<file path="src/tega_pkg.sv">
`default_nettype none

package tega_pkg;

    // Group length and the widths that follow from it
    localparam int GROUP_SIZE = 10;
    localparam int CNT_W      = $clog2(GROUP_SIZE + 1);

    // Field and register widths
    localparam int RAW_W      = 16;
    localparam int TERM_W     = RAW_W + 1;
    localparam int SUM_W      = 21;
    localparam int MEAN_W     = 17;
    localparam int MSD_W      = 7;
    localparam int CFG_ADDR_W = 3;
    localparam int CFG_DATA_W = 17;
    localparam int S_DATA_W   = 32;
    localparam int M_DATA_W   = 24;
    localparam int M_USER_W   = 2;

    // Division by the group length as a multiplication by a rounded-up reciprocal.
    // The shift is wide enough that the quotient is exact for every sum magnitude.
    localparam int DIV_SHIFT = SUM_W + $clog2(GROUP_SIZE);
    localparam int MULT_W    = SUM_W + 1;
    localparam int PROD_W    = SUM_W + MULT_W;
    localparam int QUO_W     = PROD_W - DIV_SHIFT;
    localparam logic [MULT_W-1:0] DIV_MULT =
        MULT_W'(((longint'(1) << DIV_SHIFT) + GROUP_SIZE - 1) / GROUP_SIZE);

    // Saturation limits
    localparam logic signed [SUM_W-1:0]  SUM_MAX  = {1'b0, {(SUM_W-1){1'b1}}};
    localparam logic signed [SUM_W-1:0]  SUM_MIN  = {1'b1, {(SUM_W-1){1'b0}}};
    localparam logic signed [MEAN_W-1:0] MEAN_MAX = {1'b0, {(MEAN_W-1){1'b1}}};
    localparam logic signed [MEAN_W-1:0] MEAN_MIN = {1'b1, {(MEAN_W-1){1'b0}}};

    // Configuration register indexes
    localparam logic [CFG_ADDR_W-1:0] CFG_OFFSET_Y      = 3'd0;
    localparam logic [CFG_ADDR_W-1:0] CFG_OFFSET_Z      = 3'd1;
    localparam logic [CFG_ADDR_W-1:0] CFG_BAND_UPPER    = 3'd2;
    localparam logic [CFG_ADDR_W-1:0] CFG_BAND_LOWER    = 3'd3;
    localparam logic [CFG_ADDR_W-1:0] CFG_MIN_SIGN_DIFF = 3'd4;

    // Configuration reset values
    localparam logic signed [MEAN_W-1:0] BAND_UPPER_RST    = 17'sd134;
    localparam logic signed [MEAN_W-1:0] BAND_LOWER_RST    = -17'sd17;
    localparam logic [MSD_W-1:0]         MIN_SIGN_DIFF_RST = 7'd5;

    typedef struct packed {
        logic signed [RAW_W-1:0]  offset_y;
        logic signed [RAW_W-1:0]  offset_z;
        logic signed [MEAN_W-1:0] band_upper;
        logic signed [MEAN_W-1:0] band_lower;
        logic [MSD_W-1:0]         min_sign_diff;
    } cfg_t;

    // One accepted sample's signed contribution
    typedef struct packed {
        logic                     valid;
        logic                     neg;
        logic signed [TERM_W-1:0] term;
    } term_t;

    // A closed group
    typedef struct packed {
        logic                    valid;
        logic signed [SUM_W-1:0] sum;
        logic [CNT_W-1:0]        neg_cnt;
        logic [CNT_W-1:0]        pos_cnt;
    } group_t;

    // One result
    typedef struct packed {
        logic                     valid;
        logic signed [MEAN_W-1:0] avg_error;
        logic                     in_band;
        logic                     oscillating;
    } result_t;

endpackage

`default_nettype wire

</file>
<file path="src/tega_prep.sv">
`default_nettype none

module tega_prep
    import tega_pkg::*;
(
    input  wire logic                aclk,
    input  wire logic                aresetn,
    input  wire logic                adv,
    input  wire logic                s_tvalid,
    input  wire logic [S_DATA_W-1:0] s_tdata,
    input  wire cfg_t                cfg,
    output term_t                    term
);

    logic                     in_valid_reg;
    logic signed [RAW_W-1:0]  raw_y_reg;
    logic signed [RAW_W-1:0]  raw_z_reg;
    logic                     t_valid_reg;
    logic                     t_neg_reg;
    logic signed [TERM_W-1:0] t_term_reg;

    logic signed [TERM_W-1:0] y_corr;
    logic signed [TERM_W-1:0] z_corr;
    logic                     z_ok;
    logic                     y_neg;

    // Input register: one transfer per cycle while the pipeline advances.
    always_ff @(posedge aclk) begin
        if (!aresetn) begin
            in_valid_reg <= 1'b0;
            t_valid_reg  <= 1'b0;
        end else if (adv) begin
            in_valid_reg <= s_tvalid;
            t_valid_reg  <= in_valid_reg && z_ok;
        end
    end

    always_ff @(posedge aclk) begin
        if (adv) begin
            raw_y_reg  <= s_tdata[RAW_W-1:0];
            raw_z_reg  <= s_tdata[2*RAW_W-1:RAW_W];
            t_neg_reg  <= y_neg;
            t_term_reg <= y_neg ? -z_corr : z_corr;
        end
    end

    // Offset correction; a negative corrected Z rejects the sample.
    always_comb begin
        y_corr = TERM_W'(raw_y_reg) - TERM_W'(cfg.offset_y);
        z_corr = TERM_W'(raw_z_reg) - TERM_W'(cfg.offset_z);
        z_ok   = !z_corr[TERM_W-1];
        y_neg  = y_corr[TERM_W-1];
    end

    assign term.valid = t_valid_reg;
    assign term.neg   = t_neg_reg;
    assign term.term  = t_term_reg;

endmodule

`default_nettype wire

</file>
<file path="src/tega_accum.sv">
`default_nettype none

module tega_accum
    import tega_pkg::*;
(
    input  wire logic  aclk,
    input  wire logic  aresetn,
    input  wire logic  adv,
    input  wire term_t term,
    output group_t     group
);

    logic [CNT_W-1:0]        acc_cnt_reg;
    logic [CNT_W-1:0]        neg_cnt_reg;
    logic [CNT_W-1:0]        pos_cnt_reg;
    logic signed [SUM_W-1:0] sum_reg;
    logic                    g_valid_reg;
    logic signed [SUM_W-1:0] g_sum_reg;
    logic [CNT_W-1:0]        g_neg_reg;
    logic [CNT_W-1:0]        g_pos_reg;

    logic [CNT_W-1:0]        acc_cnt_next;
    logic [CNT_W-1:0]        neg_cnt_next;
    logic [CNT_W-1:0]        pos_cnt_next;
    logic signed [SUM_W:0]   sum_wide;
    logic signed [SUM_W-1:0] sum_next;
    logic                    close;

    // Count update and saturating sum.
    always_comb begin
        acc_cnt_next = acc_cnt_reg + CNT_W'(1);
        neg_cnt_next = neg_cnt_reg + CNT_W'(term.neg);
        pos_cnt_next = pos_cnt_reg + CNT_W'(!term.neg);
        close        = (acc_cnt_next == CNT_W'(GROUP_SIZE));
        sum_wide     = (SUM_W+1)'(sum_reg) + (SUM_W+1)'(term.term);
        if (sum_wide > (SUM_W+1)'(SUM_MAX)) begin
            sum_next = SUM_MAX;
        end else if (sum_wide < (SUM_W+1)'(SUM_MIN)) begin
            sum_next = SUM_MIN;
        end else begin
            sum_next = sum_wide[SUM_W-1:0];
        end
    end

    // Group state; it clears when the group closes.
    always_ff @(posedge aclk) begin
        if (!aresetn) begin
            acc_cnt_reg <= '0;
            neg_cnt_reg <= '0;
            pos_cnt_reg <= '0;
            sum_reg     <= '0;
            g_valid_reg <= 1'b0;
        end else if (adv) begin
            g_valid_reg <= term.valid && close;
            if (term.valid) begin
                if (close) begin
                    acc_cnt_reg <= '0;
                    neg_cnt_reg <= '0;
                    pos_cnt_reg <= '0;
                    sum_reg     <= '0;
                end else begin
                    acc_cnt_reg <= acc_cnt_next;
                    neg_cnt_reg <= neg_cnt_next;
                    pos_cnt_reg <= pos_cnt_next;
                    sum_reg     <= sum_next;
                end
            end
        end
    end

    // Closed group handed on to the averaging stage.
    always_ff @(posedge aclk) begin
        if (adv) begin
            g_sum_reg <= sum_next;
            g_neg_reg <= neg_cnt_next;
            g_pos_reg <= pos_cnt_next;
        end
    end

    assign group.valid   = g_valid_reg;
    assign group.sum     = g_sum_reg;
    assign group.neg_cnt = g_neg_reg;
    assign group.pos_cnt = g_pos_reg;

endmodule

`default_nettype wire

</file>
<file path="src/tega_close.sv">
`default_nettype none

module tega_close
    import tega_pkg::*;
(
    input  wire logic   aclk,
    input  wire logic   aresetn,
    input  wire logic   adv,
    input  wire group_t group,
    input  wire cfg_t   cfg,
    output result_t     res
);

    logic                     p_valid_reg;
    logic                     p_neg_reg;
    logic                     p_osc_reg;
    logic [PROD_W-1:0]        p_prod_reg;
    logic                     still_moving_reg;
    logic                     r_valid_reg;
    logic signed [MEAN_W-1:0] r_mean_reg;
    logic                     r_inb_reg;
    logic                     r_osc_reg;

    logic [CNT_W-1:0]         diff;
    logic                     osc;
    logic signed [SUM_W-1:0]  sum_eff;
    logic [SUM_W-1:0]         mag;
    logic [PROD_W-1:0]        prod;
    logic [QUO_W-1:0]         quo;
    logic signed [QUO_W:0]    mean_wide;
    logic signed [MEAN_W-1:0] mean;
    logic                     inb;

    // Sign balance test, then the magnitude times the reciprocal.
    always_comb begin
        diff    = (group.neg_cnt >= group.pos_cnt) ? group.neg_cnt - group.pos_cnt
                                                   : group.pos_cnt - group.neg_cnt;
        osc     = MSD_W'(diff) < cfg.min_sign_diff;
        sum_eff = osc ? '0 : group.sum;
        mag     = sum_eff[SUM_W-1] ? SUM_W'(-sum_eff) : SUM_W'(sum_eff);
        prod    = PROD_W'(mag) * PROD_W'(DIV_MULT);
    end

    always_ff @(posedge aclk) begin
        if (adv) begin
            p_neg_reg  <= sum_eff[SUM_W-1];
            p_osc_reg  <= osc;
            p_prod_reg <= prod;
        end
    end

    // Truncated mean, saturation and band test.
    always_comb begin
        quo       = p_prod_reg[PROD_W-1:DIV_SHIFT];
        mean_wide = p_neg_reg ? -$signed({1'b0, quo}) : $signed({1'b0, quo});
        if (mean_wide > (QUO_W+1)'(MEAN_MAX)) begin
            mean = MEAN_MAX;
        end else if (mean_wide < (QUO_W+1)'(MEAN_MIN)) begin
            mean = MEAN_MIN;
        end else begin
            mean = mean_wide[MEAN_W-1:0];
        end
        inb = (mean < cfg.band_upper) && (mean > cfg.band_lower);
    end

    // A settled mean is passed once; repeated in-band groups report zero.
    always_ff @(posedge aclk) begin
        if (!aresetn) begin
            p_valid_reg      <= 1'b0;
            r_valid_reg      <= 1'b0;
            still_moving_reg <= 1'b1;
        end else if (adv) begin
            p_valid_reg <= group.valid;
            r_valid_reg <= p_valid_reg;
            if (p_valid_reg) begin
                still_moving_reg <= !inb;
            end
        end
    end

    always_ff @(posedge aclk) begin
        if (adv) begin
            r_mean_reg <= (inb && !still_moving_reg) ? '0 : mean;
            r_inb_reg  <= inb;
            r_osc_reg  <= p_osc_reg;
        end
    end

    assign res.valid       = r_valid_reg;
    assign res.avg_error   = r_mean_reg;
    assign res.in_band     = r_inb_reg;
    assign res.oscillating = r_osc_reg;

endmodule

`default_nettype wire

</file>
<file path="src/tilt_error_group_averager.sv">
// A group result moves through the input, term, group, product and result registers.
// Throughput: one sample per cycle; the five-register pipeline advances as a whole and holds
// only while a result waits in the output register with m_tready low.
// Reset: synchronous on aresetn low; the pipeline empties, the group counts and sum clear,
// the settled flag is cleared and the configuration registers return to their default values.
`default_nettype none

module tilt_error_group_averager
    import tega_pkg::*;
(
    input  wire logic                  aclk,
    input  wire logic                  aresetn,
    // Configuration writes
    input  wire logic                  cfg_we,
    input  wire logic [CFG_ADDR_W-1:0] cfg_addr,
    input  wire logic [CFG_DATA_W-1:0] cfg_wdata,
    // Sample stream
    input  wire logic                  s_tvalid,
    output logic                       s_tready,
    input  wire logic [S_DATA_W-1:0]   s_tdata,   // [15:0] raw_y, [31:16] raw_z
    // Result stream
    output logic                       m_tvalid,
    input  wire logic                  m_tready,
    output logic [M_DATA_W-1:0]        m_tdata,   // [16:0] group mean error, [23:17] zero
    output logic [M_USER_W-1:0]        m_tuser    // [0] in_band, [1] oscillating
);

    cfg_t    cfg_reg;
    term_t   term;
    group_t  group;
    result_t res;
    logic    adv;

    // Configuration registers.
    always_ff @(posedge aclk) begin
        if (!aresetn) begin
            cfg_reg.offset_y      <= '0;
            cfg_reg.offset_z      <= '0;
            cfg_reg.band_upper    <= BAND_UPPER_RST;
            cfg_reg.band_lower    <= BAND_LOWER_RST;
            cfg_reg.min_sign_diff <= MIN_SIGN_DIFF_RST;
        end else if (cfg_we) begin
            unique case (cfg_addr)
                CFG_OFFSET_Y:      cfg_reg.offset_y      <= cfg_wdata[RAW_W-1:0];
                CFG_OFFSET_Z:      cfg_reg.offset_z      <= cfg_wdata[RAW_W-1:0];
                CFG_BAND_UPPER:    cfg_reg.band_upper    <= cfg_wdata[MEAN_W-1:0];
                CFG_BAND_LOWER:    cfg_reg.band_lower    <= cfg_wdata[MEAN_W-1:0];
                CFG_MIN_SIGN_DIFF: cfg_reg.min_sign_diff <= cfg_wdata[MSD_W-1:0];
                default: begin
                end
            endcase
        end
    end

    // The pipeline moves unless a result is waiting to be taken.
    assign adv      = !res.valid || m_tready;
    assign s_tready = adv;

    tega_prep u_prep (
        .aclk     (aclk),
        .aresetn  (aresetn),
        .adv      (adv),
        .s_tvalid (s_tvalid),
        .s_tdata  (s_tdata),
        .cfg      (cfg_reg),
        .term     (term)
    );

    tega_accum u_accum (
        .aclk    (aclk),
        .aresetn (aresetn),
        .adv     (adv),
        .term    (term),
        .group   (group)
    );

    tega_close u_close (
        .aclk    (aclk),
        .aresetn (aresetn),
        .adv     (adv),
        .group   (group),
        .cfg     (cfg_reg),
        .res     (res)
    );

    // Result port.
    assign m_tvalid = res.valid;
    assign m_tdata  = M_DATA_W'($unsigned(res.avg_error));
    assign m_tuser  = {res.oscillating, res.in_band};

endmodule

`default_nettype wire

</file>
<file path="config.mk">
export PLATFORM = sky130hd
export DESIGN_NAME = tilt_error_group_averager
export DESIGN_NICKNAME = d
export VERILOG_FILES = /design/src/tega_pkg.sv /design/src/tega_prep.sv /design/src/tega_accum.sv /design/src/tega_close.sv /design/src/tilt_error_group_averager.sv
export SDC_FILE = /design/constraint.sdc
export NUM_CORES = 1
export LEC_CHECK = 0
export ABC_AREA = 1
export BUFFER_PORTS_ARGS = -buffer_cell sky130_fd_sc_hd__buf_2
export CORE_ASPECT_RATIO = 0.8
export CORE_UTILIZATION = 35
export DETAILED_ROUTE_END_ITERATION = 8
export GPL_TIMING_DRIVEN = 0
export PLACE_DENSITY = 0.49
export SLEW_MARGIN = 20
export SYNTH_ARGS = -nofsm -noshare
export SYNTH_HDL_FRONTEND = slang
export SYNTH_HIERARCHICAL = 1
export SYNTH_SLANG_ARGS = --single-unit
</file>
<file path="constraint.sdc">
create_clock -name aclk -period 8.8 [get_ports aclk]
set_input_delay 0.88 -clock aclk [delete_from_list [all_inputs] [get_ports aclk]]
set_output_delay 0.88 -clock aclk [all_outputs]
set_load 0.01 [all_outputs]
</file>
==> flow_metrics.env <==
export IMPL_ys_flop_type="edfxtp_1"
export IMPL_multiInputGateArea_um2=16000
export IMPL_grt_setup_unrepaired="yes"
export IMPL_endpoint_kind="flip-flop"
export IMPL_synth_top_family_by_area="adder cells"
export IMPL_slew_headroom_pct=49.7
export IMPL_worstPathArrival_ns=9.04
export IMPL_hold_viol=0
export IMPL_clkLatencyLatePin_ns=0.57
export IMPL_grt_overflow=0
export IMPL_routed_via_density=4.76
export IMPL_fin_crit_sh_pct=99.6
export IMPL_final_seq_area_um2=5790
export IMPL_dp_hpwl_um=53500
export IMPL_drt_pass1_iterations=9
export IMPL_synth_area_um2=22900
export IMPL_synth_simple_area_share_pct=24.2
export IMPL_wl_um=65200
export IMPL_finalMaxSlewViolations=0
export IMPL_die_h_um=231
export IMPL_async_flop_share_pct=0
export IMPL_worstReg2RegEnd="u_close/p_prod_reg[38]$_DFFE_PP_"
export IMPL_io_pins=85
export IMPL_dr_first_iter_drc_count=1048
export IMPL_final_area_um2=27600
export IMPL_max_freq_mhz=114
export IMPL_ys_ff_latch=230
export IMPL_ctsLongestPathBuffers=3
export IMPL_synth_cell_types=59
export IMPL_min_delay_path_class="flip-flop to flip-flop"
export IMPL_clk_pin_slew_ns=0.06
export IMPL_status="finished with violations"
export IMPL_drv_cap=0
export IMPL_worst_slew_pin_transition_ns=0.747
export IMPL_setup_viol=0
export IMPL_portBuffers=77
export IMPL_synth_edf_count=118
export IMPL_grt_usage_pct=19.6
export IMPL_grt_pass1_vias=18800
export IMPL_grt_pass1_wl_um=102000
export IMPL_ff2ff_setup_slack_ns=0.03
export IMPL_die_w_um=288
export IMPL_skew_ns=0.0336
export IMPL_whs_path_depth=0
export IMPL_r2r_cells=46
export IMPL_clock_sinks=230
export IMPL_gp_congestion=0.956
export IMPL_ant_nets=0
export IMPL_grt_max_degree=57
export IMPL_stdcell_count=4029
export IMPL_drc=8
export IMPL_grt_antenna_before_repair=1
export IMPL_min_to="u_close/r_osc_reg$_DFFE_PP_"
export IMPL_nNetsFinal=3670
export IMPL_fillerInstances=6565
export IMPL_cts_root_buf="clkbuf_16"
export IMPL_yosysWarnings=6
export IMPL_crit_type="flip-flop to flip-flop"
export IMPL_largest_register_ffs=73
export IMPL_initial_core_util_pct=35.5
export IMPL_htree_levels=1
export IMPL_synth_compound_area_share_pct=6.83
export IMPL_synth_adder_area_share_pct=29.5
export IMPL_wl_per_cell_um=16.2
export IMPL_synthMuxAreaShare_pct=0.181
export IMPL_seq_area_frac_synth_pct=25.3
export IMPL_failed_checks="design-rule violations"
export IMPL_synth_xor_area_share_pct=2.94
export IMPL_period_needed_ns=8.77
export IMPL_ctsHoldBuffers=0
export IMPL_dieArea_um2=66400
export IMPL_critPathMaxFanout=6
export IMPL_rows=83
export IMPL_syn_inst=2952
export IMPL_syn2layout_area_growth_pct=20.8
export IMPL_dp_cells=3887
export IMPL_place_area_um2=24400
export IMPL_slowest_stage="fa_2"
export IMPL_num_vias=19200
export IMPL_r2r_start="u_accum/g_neg_reg[0]$_DFFE_PP_"
export IMPL_cp_common_cell="inv_2"
export IMPL_drive_above_1_share_pct=18.8
export IMPL_min_delay_start="u_close/p_osc_reg$_DFFE_PP_"
export IMPL_cts_tree="done"
export IMPL_max_stage_delay_ns=0.57
export IMPL_cts_buffers=27
export IMPL_avgSynthCellArea_um2=7.75
export IMPL_cp_required_ns=9.07
export IMPL_start_kind="flip-flop"
export IMPL_core_region_area_um2=64400
## logic make-up after synthesis
| logic type | Yosys count |
|---|---|
| buf+inv | 627 |
| mux | 4 |
| simple gates | 1283 |
| flops | 230 |
| fa+ha+maj | 455 |
| xor+xnor | 75 |
| other cells | 1 |
| compound gates | 277 |
## cells in the mapped netlist (all sizes together) (5+ instances only)
cell      n  area (µm²)
a21o     13        97.6
nand3   168         866
o21bai    8        60.1
edfxtp  118        3540
xor2     57         514
nand2   753        2990
o21a      5        37.5
a21oi   130         662
and2      6        37.5
a31oi    20         125
nor3     16        96.4
nand4    23         174
o21ai    82         433
ha      314        3930
clkbuf   12        45.0
dfxtp   112        2240
inv     567        2130
buf      47         342
xnor2    18         158
nor4      5        31.3
fa      141        2820
nor2    299        1250
## cell type report
cell class	instances	area share [%]
multi-input cells	2101	58.0
well taps	850	3.85
inverters	568	7.82
diodes	1	0.00906
clock buffers	39	2.87
repair buffers	171	4.64
plain buffers	59	1.41
clock inverters	10	0.421
flip-flops and latches	230	20.9
## worst max path at each step
| stage | slack, ns | start | depth (start not counted) | endpoint |
|---|---|---|---|---|
| global route | -0.34 | u_accum/g_neg_reg[0]$_DFFE_PP_ | 49 | u_close/p_prod_reg[41]$_DFFE_PP_ |
| CTS | -0.08 | u_accum/g_neg_reg[0]$_DFFE_PP_ | 50 | u_close/p_prod_reg[37]$_DFFE_PP_ |
| floorplan | 0.42 | u_accum/g_neg_reg[0]$_DFFE_PP_ | 50 | u_close/p_prod_reg[42]$_DFFE_PP_ |
| detailed placement | -1.34 | u_accum/g_neg_reg[0]$_DFFE_PP_ | 50 | u_close/p_prod_reg[42]$_DFFE_PP_ |
| finish | 0.03 | u_accum/g_neg_reg[0]$_DFFE_PP_ | 46 | u_close/p_prod_reg[38]$_DFFE_PP_ |
| global placement | -1.42 | u_accum/g_neg_reg[0]$_DFFE_PP_ | 50 | u_close/p_prod_reg[42]$_DFFE_PP_ |
## metal layers
metal	track usage, %	share of wire (%)
met1	30.2	52
met2	29.0	42
met3	2.81	5.0
met4	2.84	1.6
met5	0	0
## per-stage QoR
| step | worst slack [ns] | utilization [%] | hold slack, ns | TNS (ns) |
|---|---|---|---|---|
| 3_5_place_dp | -1.34 | 37.9 | 0.408 | -19.86 |
| 2_1_floorplan | 0.416 | - | 0.400 | 0 |
| 5_1_grt | -0.344 | 42.9 | 0.442 | -4.02 |
| 6_report | 0.0330 | 42.9 | 0.428 | 0 |
| 4_1_cts | -0.0834 | 41.1 | 0.436 | -0.360 |
| 3_3_place_gp | -1.42 | 37.8 | 0.421 | -21.63 |
## layout by cell type (no fill, tap or decap), types with 8 or more instances in the layout
| cell | Yosys | final |
|---|---|---|
| nor3_1 | 14 | 11 |
| nand2_2 | 53 | 73 |
| xor2_2 | 2 | 9 |
| xnor2_1 | 18 | 17 |
| ha_4 | 0 | 43 |
| buf_4 | 21 | 93 |
| nand3_1 | 163 | 158 |
| inv_2 | 16 | 39 |
| clkbuf_16 | 0 | 28 |
| buf_2 | 15 | 91 |
| buf_6 | 6 | 18 |
| nand2_1 | 696 | 662 |
| nor2_4 | 12 | 22 |
| xor2_1 | 55 | 45 |
| nand3_2 | 5 | 9 |
| inv_1 | 550 | 522 |
| nor2_2 | 14 | 25 |
| o21bai_1 | 8 | 8 |
| fa_2 | 0 | 9 |
| ha_1 | 314 | 263 |
| clkbuf_1 | 12 | 18 |
| buf_12 | 0 | 10 |
| o21ai_0 | 70 | 43 |
| nand4_1 | 21 | 21 |
| nor2_1 | 273 | 252 |
| nand2_4 | 4 | 17 |
| ha_2 | 0 | 8 |
| a21o_1 | 13 | 13 |
| fa_1 | 141 | 132 |
| a21oi_1 | 127 | 111 |
| o21ai_1 | 6 | 14 |
| edfxtp_1 | 118 | 118 |
| dfxtp_1 | 112 | 112 |
| a21oi_2 | 3 | 17 |
| a31oi_1 | 20 | 8 |
| o21ai_4 | 0 | 12 |
| o21ai_2 | 6 | 13 |
## worst max-delay path, delay by kind of cell, from the launching register on
kind,cells,cell delay (ns)
XOR/XNOR,2,0.42
adder cells (fa/ha/maj),12,4.23
AND/OR/NAND/NOR,8,0.79
flip-flops,1,0.38
buffers and inverters,13,1.04
AO/OA/AOI/OAI,11,1.57
## timing repair
action,4_1_cts,5_1_grt
resized for setup,169,169
endpoints found under the hold margin,0,0
buffers inserted,51,42
cloned,0,0
pin swaps,64,93
endpoints found under the setup margin,18,18
Power is left out: the tool's default activity adds up to more than one toggle a clock period on the data nets, which glitch-free logic cannot reach.
